`config.mk`:
```
export PLATFORM = sky130hd
export DESIGN_NAME = mfsgd_mul
export DESIGN_NICKNAME = d
export VERILOG_FILES = /design/src/design/mfsgd_pkg.sv /design/src/design/mfsgd_mul.sv
export SDC_FILE = /design/constraint.sdc
export NUM_CORES = 2
export LEC_CHECK = 0
export ABC_CLOCK_PERIOD_IN_PS = 24200
export BUFFER_PORTS_ARGS = -buffer_cell sky130_fd_sc_hd__buf_4
export CORE_MARGIN = 4
export CORE_UTILIZATION = 53
export CTS_CLUSTER_SIZE = 14
export DETAILED_ROUTE_END_ITERATION = 16
export GPL_TIMING_DRIVEN = 0
export HOLD_SLACK_MARGIN = 0.15
export PLACE_DENSITY = 0.7
export SYNTH_ARGS = -nofsm -noshare
export SYNTH_HDL_FRONTEND = slang
export SYNTH_SLANG_ARGS = --single-unit
```
`constraint.sdc`:
```
create_clock -name clk -period 24.2 [get_ports clk]
set_input_delay 3.63 -clock clk [delete_from_list [all_inputs] [get_ports clk]]
set_output_delay 3.63 -clock clk [all_outputs]
set_load 0.005 [all_outputs]
```
`src/design/mfsgd_pkg.sv`:
```
// ----------------------------------------------------------------------------
// mfsgd_pkg: shared types and constants of the matrix factorization SGD engine
// Table sizes, field widths, command and state codes, and Q16.32 helpers.
// ----------------------------------------------------------------------------
package mfsgd_pkg;

	localparam int USERS             = 256;
	localparam int ITEMS             = 4096;
	localparam int FEATURES          = 16;
	localparam int CONTEXT_VARIABLES = 12;
	localparam int CONTEXT_CLASSES   = 8;

	// Field widths fixed by the stream format.
	localparam int VAL_W   = 48;
	localparam int GB_W    = 35;
	localparam int RATE_W  = 32;
	localparam int FIU_W   = 5;
	localparam int MASK_W  = 12;
	localparam int USER_W  = 8;
	localparam int ITEM_W  = 12;
	localparam int FEAT_W  = 4;
	localparam int CVAR_W  = 4;
	localparam int CLS_W   = 3;
	localparam int CLSS_W  = 36;
	localparam int SCORE_W = 8;
	localparam int CFG_IW  = 3;

	// Multiplier operands are signed Q16.32 with one guard bit.
	localparam int MOP_W  = VAL_W + 1;
	localparam int HALF_W = VAL_W / 2;
	localparam int PROD_W = 2 * VAL_W;
	localparam int ACC_W  = 56;

	localparam int UF_DEPTH  = USERS * FEATURES;
	localparam int IF_DEPTH  = ITEMS * FEATURES;
	localparam int CTX_DEPTH = CONTEXT_VARIABLES * USERS * CONTEXT_CLASSES;
	localparam int UF_AW     = $clog2(UF_DEPTH);
	localparam int IF_AW     = $clog2(IF_DEPTH);
	localparam int UB_AW     = $clog2(USERS);
	localparam int IB_AW     = $clog2(ITEMS);
	localparam int CTX_AW    = $clog2(CTX_DEPTH);
	localparam int FC_W      = $clog2(FEATURES + 1);
	localparam int FI_W      = $clog2(FEATURES);
	localparam int VC_W      = $clog2(CONTEXT_VARIABLES + 1);

	localparam logic [GB_W-1:0] PRED_MIN = GB_W'(64'h1_0000_0000);
	localparam logic [GB_W-1:0] PRED_MAX = GB_W'(64'h5_0000_0000);

	localparam logic [CFG_IW-1:0] CFG_GLOBAL_BIAS   = 3'd0;
	localparam logic [CFG_IW-1:0] CFG_LEARNING_RATE = 3'd1;
	localparam logic [CFG_IW-1:0] CFG_REGULARIZE    = 3'd2;
	localparam logic [CFG_IW-1:0] CFG_FEATURES      = 3'd3;
	localparam logic [CFG_IW-1:0] CFG_CONTEXT_MASK  = 3'd4;

	typedef enum logic [2:0] {
		CMD_WR_UFEAT = 3'd0,
		CMD_WR_IFEAT = 3'd1,
		CMD_WR_UBIAS = 3'd2,
		CMD_WR_IBIAS = 3'd3,
		CMD_WR_CBIAS = 3'd4,
		CMD_TRAIN    = 3'd5,
		CMD_PREDICT  = 3'd6
	} cmd_t;

	typedef enum logic [3:0] {
		S_IDLE,
		S_BIAS,
		S_BIAS_ADD,
		S_CTX,
		S_CTX_ADD,
		S_FEAT,
		S_FEAT_LD,
		S_FEAT_WAIT,
		S_CLAMP,
		S_UPD_GO,
		S_UPD_WAIT,
		S_WB,
		S_FIN
	} state_t;

	// Saturate a 49-bit sum of two 48-bit values back to 48 bits.
	function automatic logic signed [VAL_W-1:0] sat48(input logic signed [MOP_W-1:0] x);
		if (x[MOP_W-1] != x[MOP_W-2]) begin
			return x[MOP_W-1] ? {1'b1, {(VAL_W-1){1'b0}}} : {1'b0, {(VAL_W-1){1'b1}}};
		end
		return x[VAL_W-1:0];
	endfunction

endpackage

```
`src/design/mfsgd_mul.sv`:
```
// ----------------------------------------------------------------------------
// mfsgd_mul: shared Q16.32 multiplier
// Multiplies magnitudes as four 24x24 partial products, one per cycle, then
// rounds half away from zero at bit 32 and saturates to 48 bits signed.
// ----------------------------------------------------------------------------
module mfsgd_mul (
	input  logic                                  clk,
	input  logic                                  arst_n,
	input  logic                                  start,
	input  logic signed [mfsgd_pkg::MOP_W-1:0]    a,
	input  logic signed [mfsgd_pkg::MOP_W-1:0]    b,
	output logic                                  done,
	output logic signed [mfsgd_pkg::VAL_W-1:0]    res
);
	import mfsgd_pkg::*;

	logic [VAL_W-1:0]  ma_q, mb_q;
	logic              neg_q;
	logic [PROD_W-1:0] prod_q;
	logic [1:0]        step_q;
	logic              run_q, fin_q, done_q;
	logic signed [VAL_W-1:0] res_q;

	logic [MOP_W-1:0]  a_abs, b_abs;
	logic [HALF_W-1:0] a_half, b_half;
	logic [VAL_W-1:0]  pp_raw;
	logic [PROD_W-1:0] pp;
	logic [PROD_W-1:0] rsum;
	logic [63:0]       r;
	logic signed [VAL_W-1:0] r_sat;

	assign a_abs  = a[MOP_W-1] ? MOP_W'(-a) : MOP_W'(a);
	assign b_abs  = b[MOP_W-1] ? MOP_W'(-b) : MOP_W'(b);
	assign a_half = step_q[1] ? ma_q[VAL_W-1:HALF_W] : ma_q[HALF_W-1:0];
	assign b_half = step_q[0] ? mb_q[VAL_W-1:HALF_W] : mb_q[HALF_W-1:0];
	assign pp_raw = a_half * b_half;

	always_comb begin
		pp = PROD_W'(pp_raw);
		case (step_q)
			2'd0:    pp = pp;
			2'd3:    pp = pp << (2 * HALF_W);
			default: pp = pp << HALF_W;
		endcase
	end

	assign rsum = prod_q + (PROD_W'(1) << 31);
	assign r    = rsum[PROD_W-1:32];

	always_comb begin
		if (neg_q) begin
			if (r > 64'h8000_0000_0000) begin
				r_sat = {1'b1, {(VAL_W-1){1'b0}}};
			end else begin
				r_sat = VAL_W'(-r);
			end
		end else begin
			if (r > 64'h7FFF_FFFF_FFFF) begin
				r_sat = {1'b0, {(VAL_W-1){1'b1}}};
			end else begin
				r_sat = r[VAL_W-1:0];
			end
		end
	end

	always_ff @(posedge clk or negedge arst_n) begin
		if (!arst_n) begin
			run_q  <= 1'b0;
			fin_q  <= 1'b0;
			done_q <= 1'b0;
			step_q <= 2'd0;
		end else begin
			done_q <= 1'b0;
			if (start) begin
				run_q  <= 1'b1;
				step_q <= 2'd0;
			end else if (run_q) begin
				step_q <= step_q + 2'd1;
				if (step_q == 2'd3) begin
					run_q <= 1'b0;
					fin_q <= 1'b1;
				end
			end else if (fin_q) begin
				fin_q  <= 1'b0;
				done_q <= 1'b1;
			end
		end
	end

	always_ff @(posedge clk) begin
		if (start) begin
			ma_q   <= a_abs[VAL_W-1:0];
			mb_q   <= b_abs[VAL_W-1:0];
			neg_q  <= a[MOP_W-1] ^ b[MOP_W-1];
			prod_q <= '0;
		end else if (run_q) begin
			prod_q <= prod_q + pp;
		end
		if (fin_q) begin
			res_q <= r_sat;
		end
	end

	assign done = done_q;
	assign res  = res_q;

endmodule

```
==> impl_metrics.json <==
{
  "status": "finished, final reports clean",
  "slew_violations": 0,
  "dieWidth_um": 281,
  "cts-resized-gates": 0,
  "worstMarginPinSlew_ns": 1.43,
  "root_buffer": "clkbuf_16",
  "clk_transition_reported_paths_ns": 0.06,
  "period_minus_slack_ns": 15.02,
  "num_vias": 35200,
  "syn_area_sq_um": 39400,
  "synthFlopType": "edfxtp_1",
  "max_stage_delay_ns": 1.20,
  "cts_max_level": 1,
  "cts.sink_count": 246,
  "synth-seq-cells": 246,
  "drc_errors": 0,
  "clk_path_buf_depth": 3,
  "setup_viol": 0,
  "ys_warn_count": 0,
  "drtIter0Drc": 3974,
  "final_cell_mix": "inv_1 (620), nand2_1 (528), nor2_1 (493)",
  "clk_latency_ns": 0.63,
  "synthArstFlopShare_pct": 2.03,
  "rsz0062_at_grt": "no",
  "hold_viol": 0,
  "final_common_cell": "inv_1",
  "io_buffers": 149,
  "crit_buf_inv": 8,
  "grt_overflow": 0,
  "max_freq_mhz": 66.6,
  "cap_violations": 0,
  "die_h_um": 281,
  "gp_congestion": 1.04,
  "fin_crit_sh_pct": 62.1,
  "synthDistinctLibCells": 98,
  "synth_edf_count": 145,
  "ys_seq_area_share_pct": 16.2,
  "min_path_type": "reg -> reg",
  "cts_made_buffers": 31,
  "cp.required_ns": 24.68,
  "drive_gt1_share_pct": 7.36,
  "post_cts_buffers": 0,
  "tns_ns": 0,
  "ios": 150,
  "grt.total_usage_pct": 34.4,
  "grt_pass1_wl_um": 206000,
  "via_per_inst": 6.04,
  "final.setup.worst_slack_ns": 9.18,
  "place_ws_ns": 9.67,
  "crit_family": "compound AO/OA/AOI/OAI gates",
  "first_global_vias": 33600,
  "crit_path_start_kind": "register",
  "cts_tree": "yes",
  "fin_worst_skew_ns": 0.0456,
  "routed_wl_um": 137000,
  "cts_hold_buf": 0,
  "crit_fanout": 10,
  "slew_headroom_pct": 2.17,
  "dpl.hpwl_um": 114000,
  "drtPass1Iterations": 6,
  "area_growth_syn_to_layout_pct": 9.10,
  "syn_nets": 5504,
  "arrival_ns": 15.51,
  "cpMostUsedCell": "fa_1",
  "synth.avg_cell_area_sq_um": 8.49,
  "postSynthCellCount": 4643,
  "antenna_found_initial": 5,
  "nNetsFinal": 5699,
  "cp_slowest_cell": "o41ai_1",
  "coreArea_sq_um": 73300,
  "wl_per_cell_um": 23.6,
  "row_count": 99,
  "start_util_pct": 53.8,
  "cp-end-kind": "register",
  "grt_start_max_net_pins": 100,
  "path_class": "reg -> reg",
  "dieArea_sq_um": 78800,
  "ant_nets": 0
}
-- cells in the mapped netlist (32+ instances only) --
cell type / count / area share [%]
nor3_1: 48 / 0.61
nand3_1: 88 / 1.1
a22o_1: 35 / 0.78
or4_1: 32 / 0.61
or3_1: 35 / 0.56
inv_1: 620 / 5.9
dfxtp_1: 96 / 4.9
xnor2_1: 212 / 4.7
o21bai_1: 45 / 0.86
mux2_2: 47 / 1.3
ha_1: 277 / 8.8
mux2i_1: 106 / 2.7
and2_1: 70 / 1.1
xor2_1: 70 / 1.6
o31ai_1: 35 / 0.67
nor2_1: 493 / 4.7
clkbuf_1: 184 / 1.8
fa_1: 483 / 25
nand2_1: 528 / 5.0
and3_1: 39 / 0.62
nand4_1: 57 / 0.90
a21o_1: 75 / 1.4
o21ai_0: 167 / 2.1
a21oi_1: 230 / 2.9
edfxtp_1: 145 / 11
-- sequential cells by signal, indices dropped and copies added (netlist names) --
| name | count |
|---|---|
| prod_q | 96 |
| ma_q | 48 |
| mb_q | 48 |
| res | 48 |
| step_q | 2 |
| done | 1 |
| fin_q | 1 |
| neg_q | 1 |
| run_q | 1 |
-- cell families (layout without fill, tap and decap cells) --
family / Yosys count / count (layout) / synth area share [%]
other: 0 / 1 / 0
muxes: 153 / 153 / 4.03
adders and majority gates: 760 / 760 / 33.3
AOI/OAI and AO/OA: 813 / 813 / 13.6
DFF: 246 / 246 / 16.2
xor gates and xnor gates: 282 / 282 / 6.26
and+or+nand+nor: 1548 / 1548 / 18.4
buffers and inverters: 841 / 1061 / 8.12
-- layer usage --
metal | routed length, um | global-route usage [%]
met5 | 0 | 0
met4 | 5870 | 11.9
met3 | 16200 | 9.64
met2 | 56700 | 49.8
met1 | 58400 | 49.6
-- final timing paths --
path / end / cells after the start / startpoint / slack [ns]
setup / recovery: prod_q[93] / 39 / step_q[1] / 9.18
max in group asynchronous: fin_q / 1 / arst_n / 21.21
min in group asynchronous: done / 1 / arst_n / 2.82
hold / removal: prod_q[21] / 2 / prod_q[21] / 0.49
hold reg to reg: prod_q[21] / 2 / prod_q[21] / 0.49
setup reg to reg: prod_q[93] / 39 / step_q[1] / 9.18
-- final cells by class --
type / count / area, sq um
fill: 6810 / 30300
multi-input combinational: 3556 / 29900
sequential: 246 / 6400
inverter: 621 / 2330
timing repair buffer: 162 / 1280
tap: 959 / 1200
buffer: 220 / 870
clock buffer: 40 / 820
clock inverter: 18 / 238
antenna: 1 / 2.50
-- worst min-delay path, cell delays in order (launching register included) --
cell and delay [ns]:
dfxtp_1 0.32, nand2b_1 0.07, a21oi_1 0.05
-- through the flow --
stage	hold slack [ns]	utilization [%]	instances	instance area, sq um
after global routing	0.514	58.7	5822	43000
final	0.490	58.7	5823	43000
after detailed placement	0.474	57.2	5763	41900
after floorplan	0.450	-	4643	39400
after CTS	0.483	58.6	5821	43000
after global placement	0.473	56.9	5751	41700
Power is not shown: default switching activity piles up to over one toggle a cycle in this logic, so the estimate is an artifact.
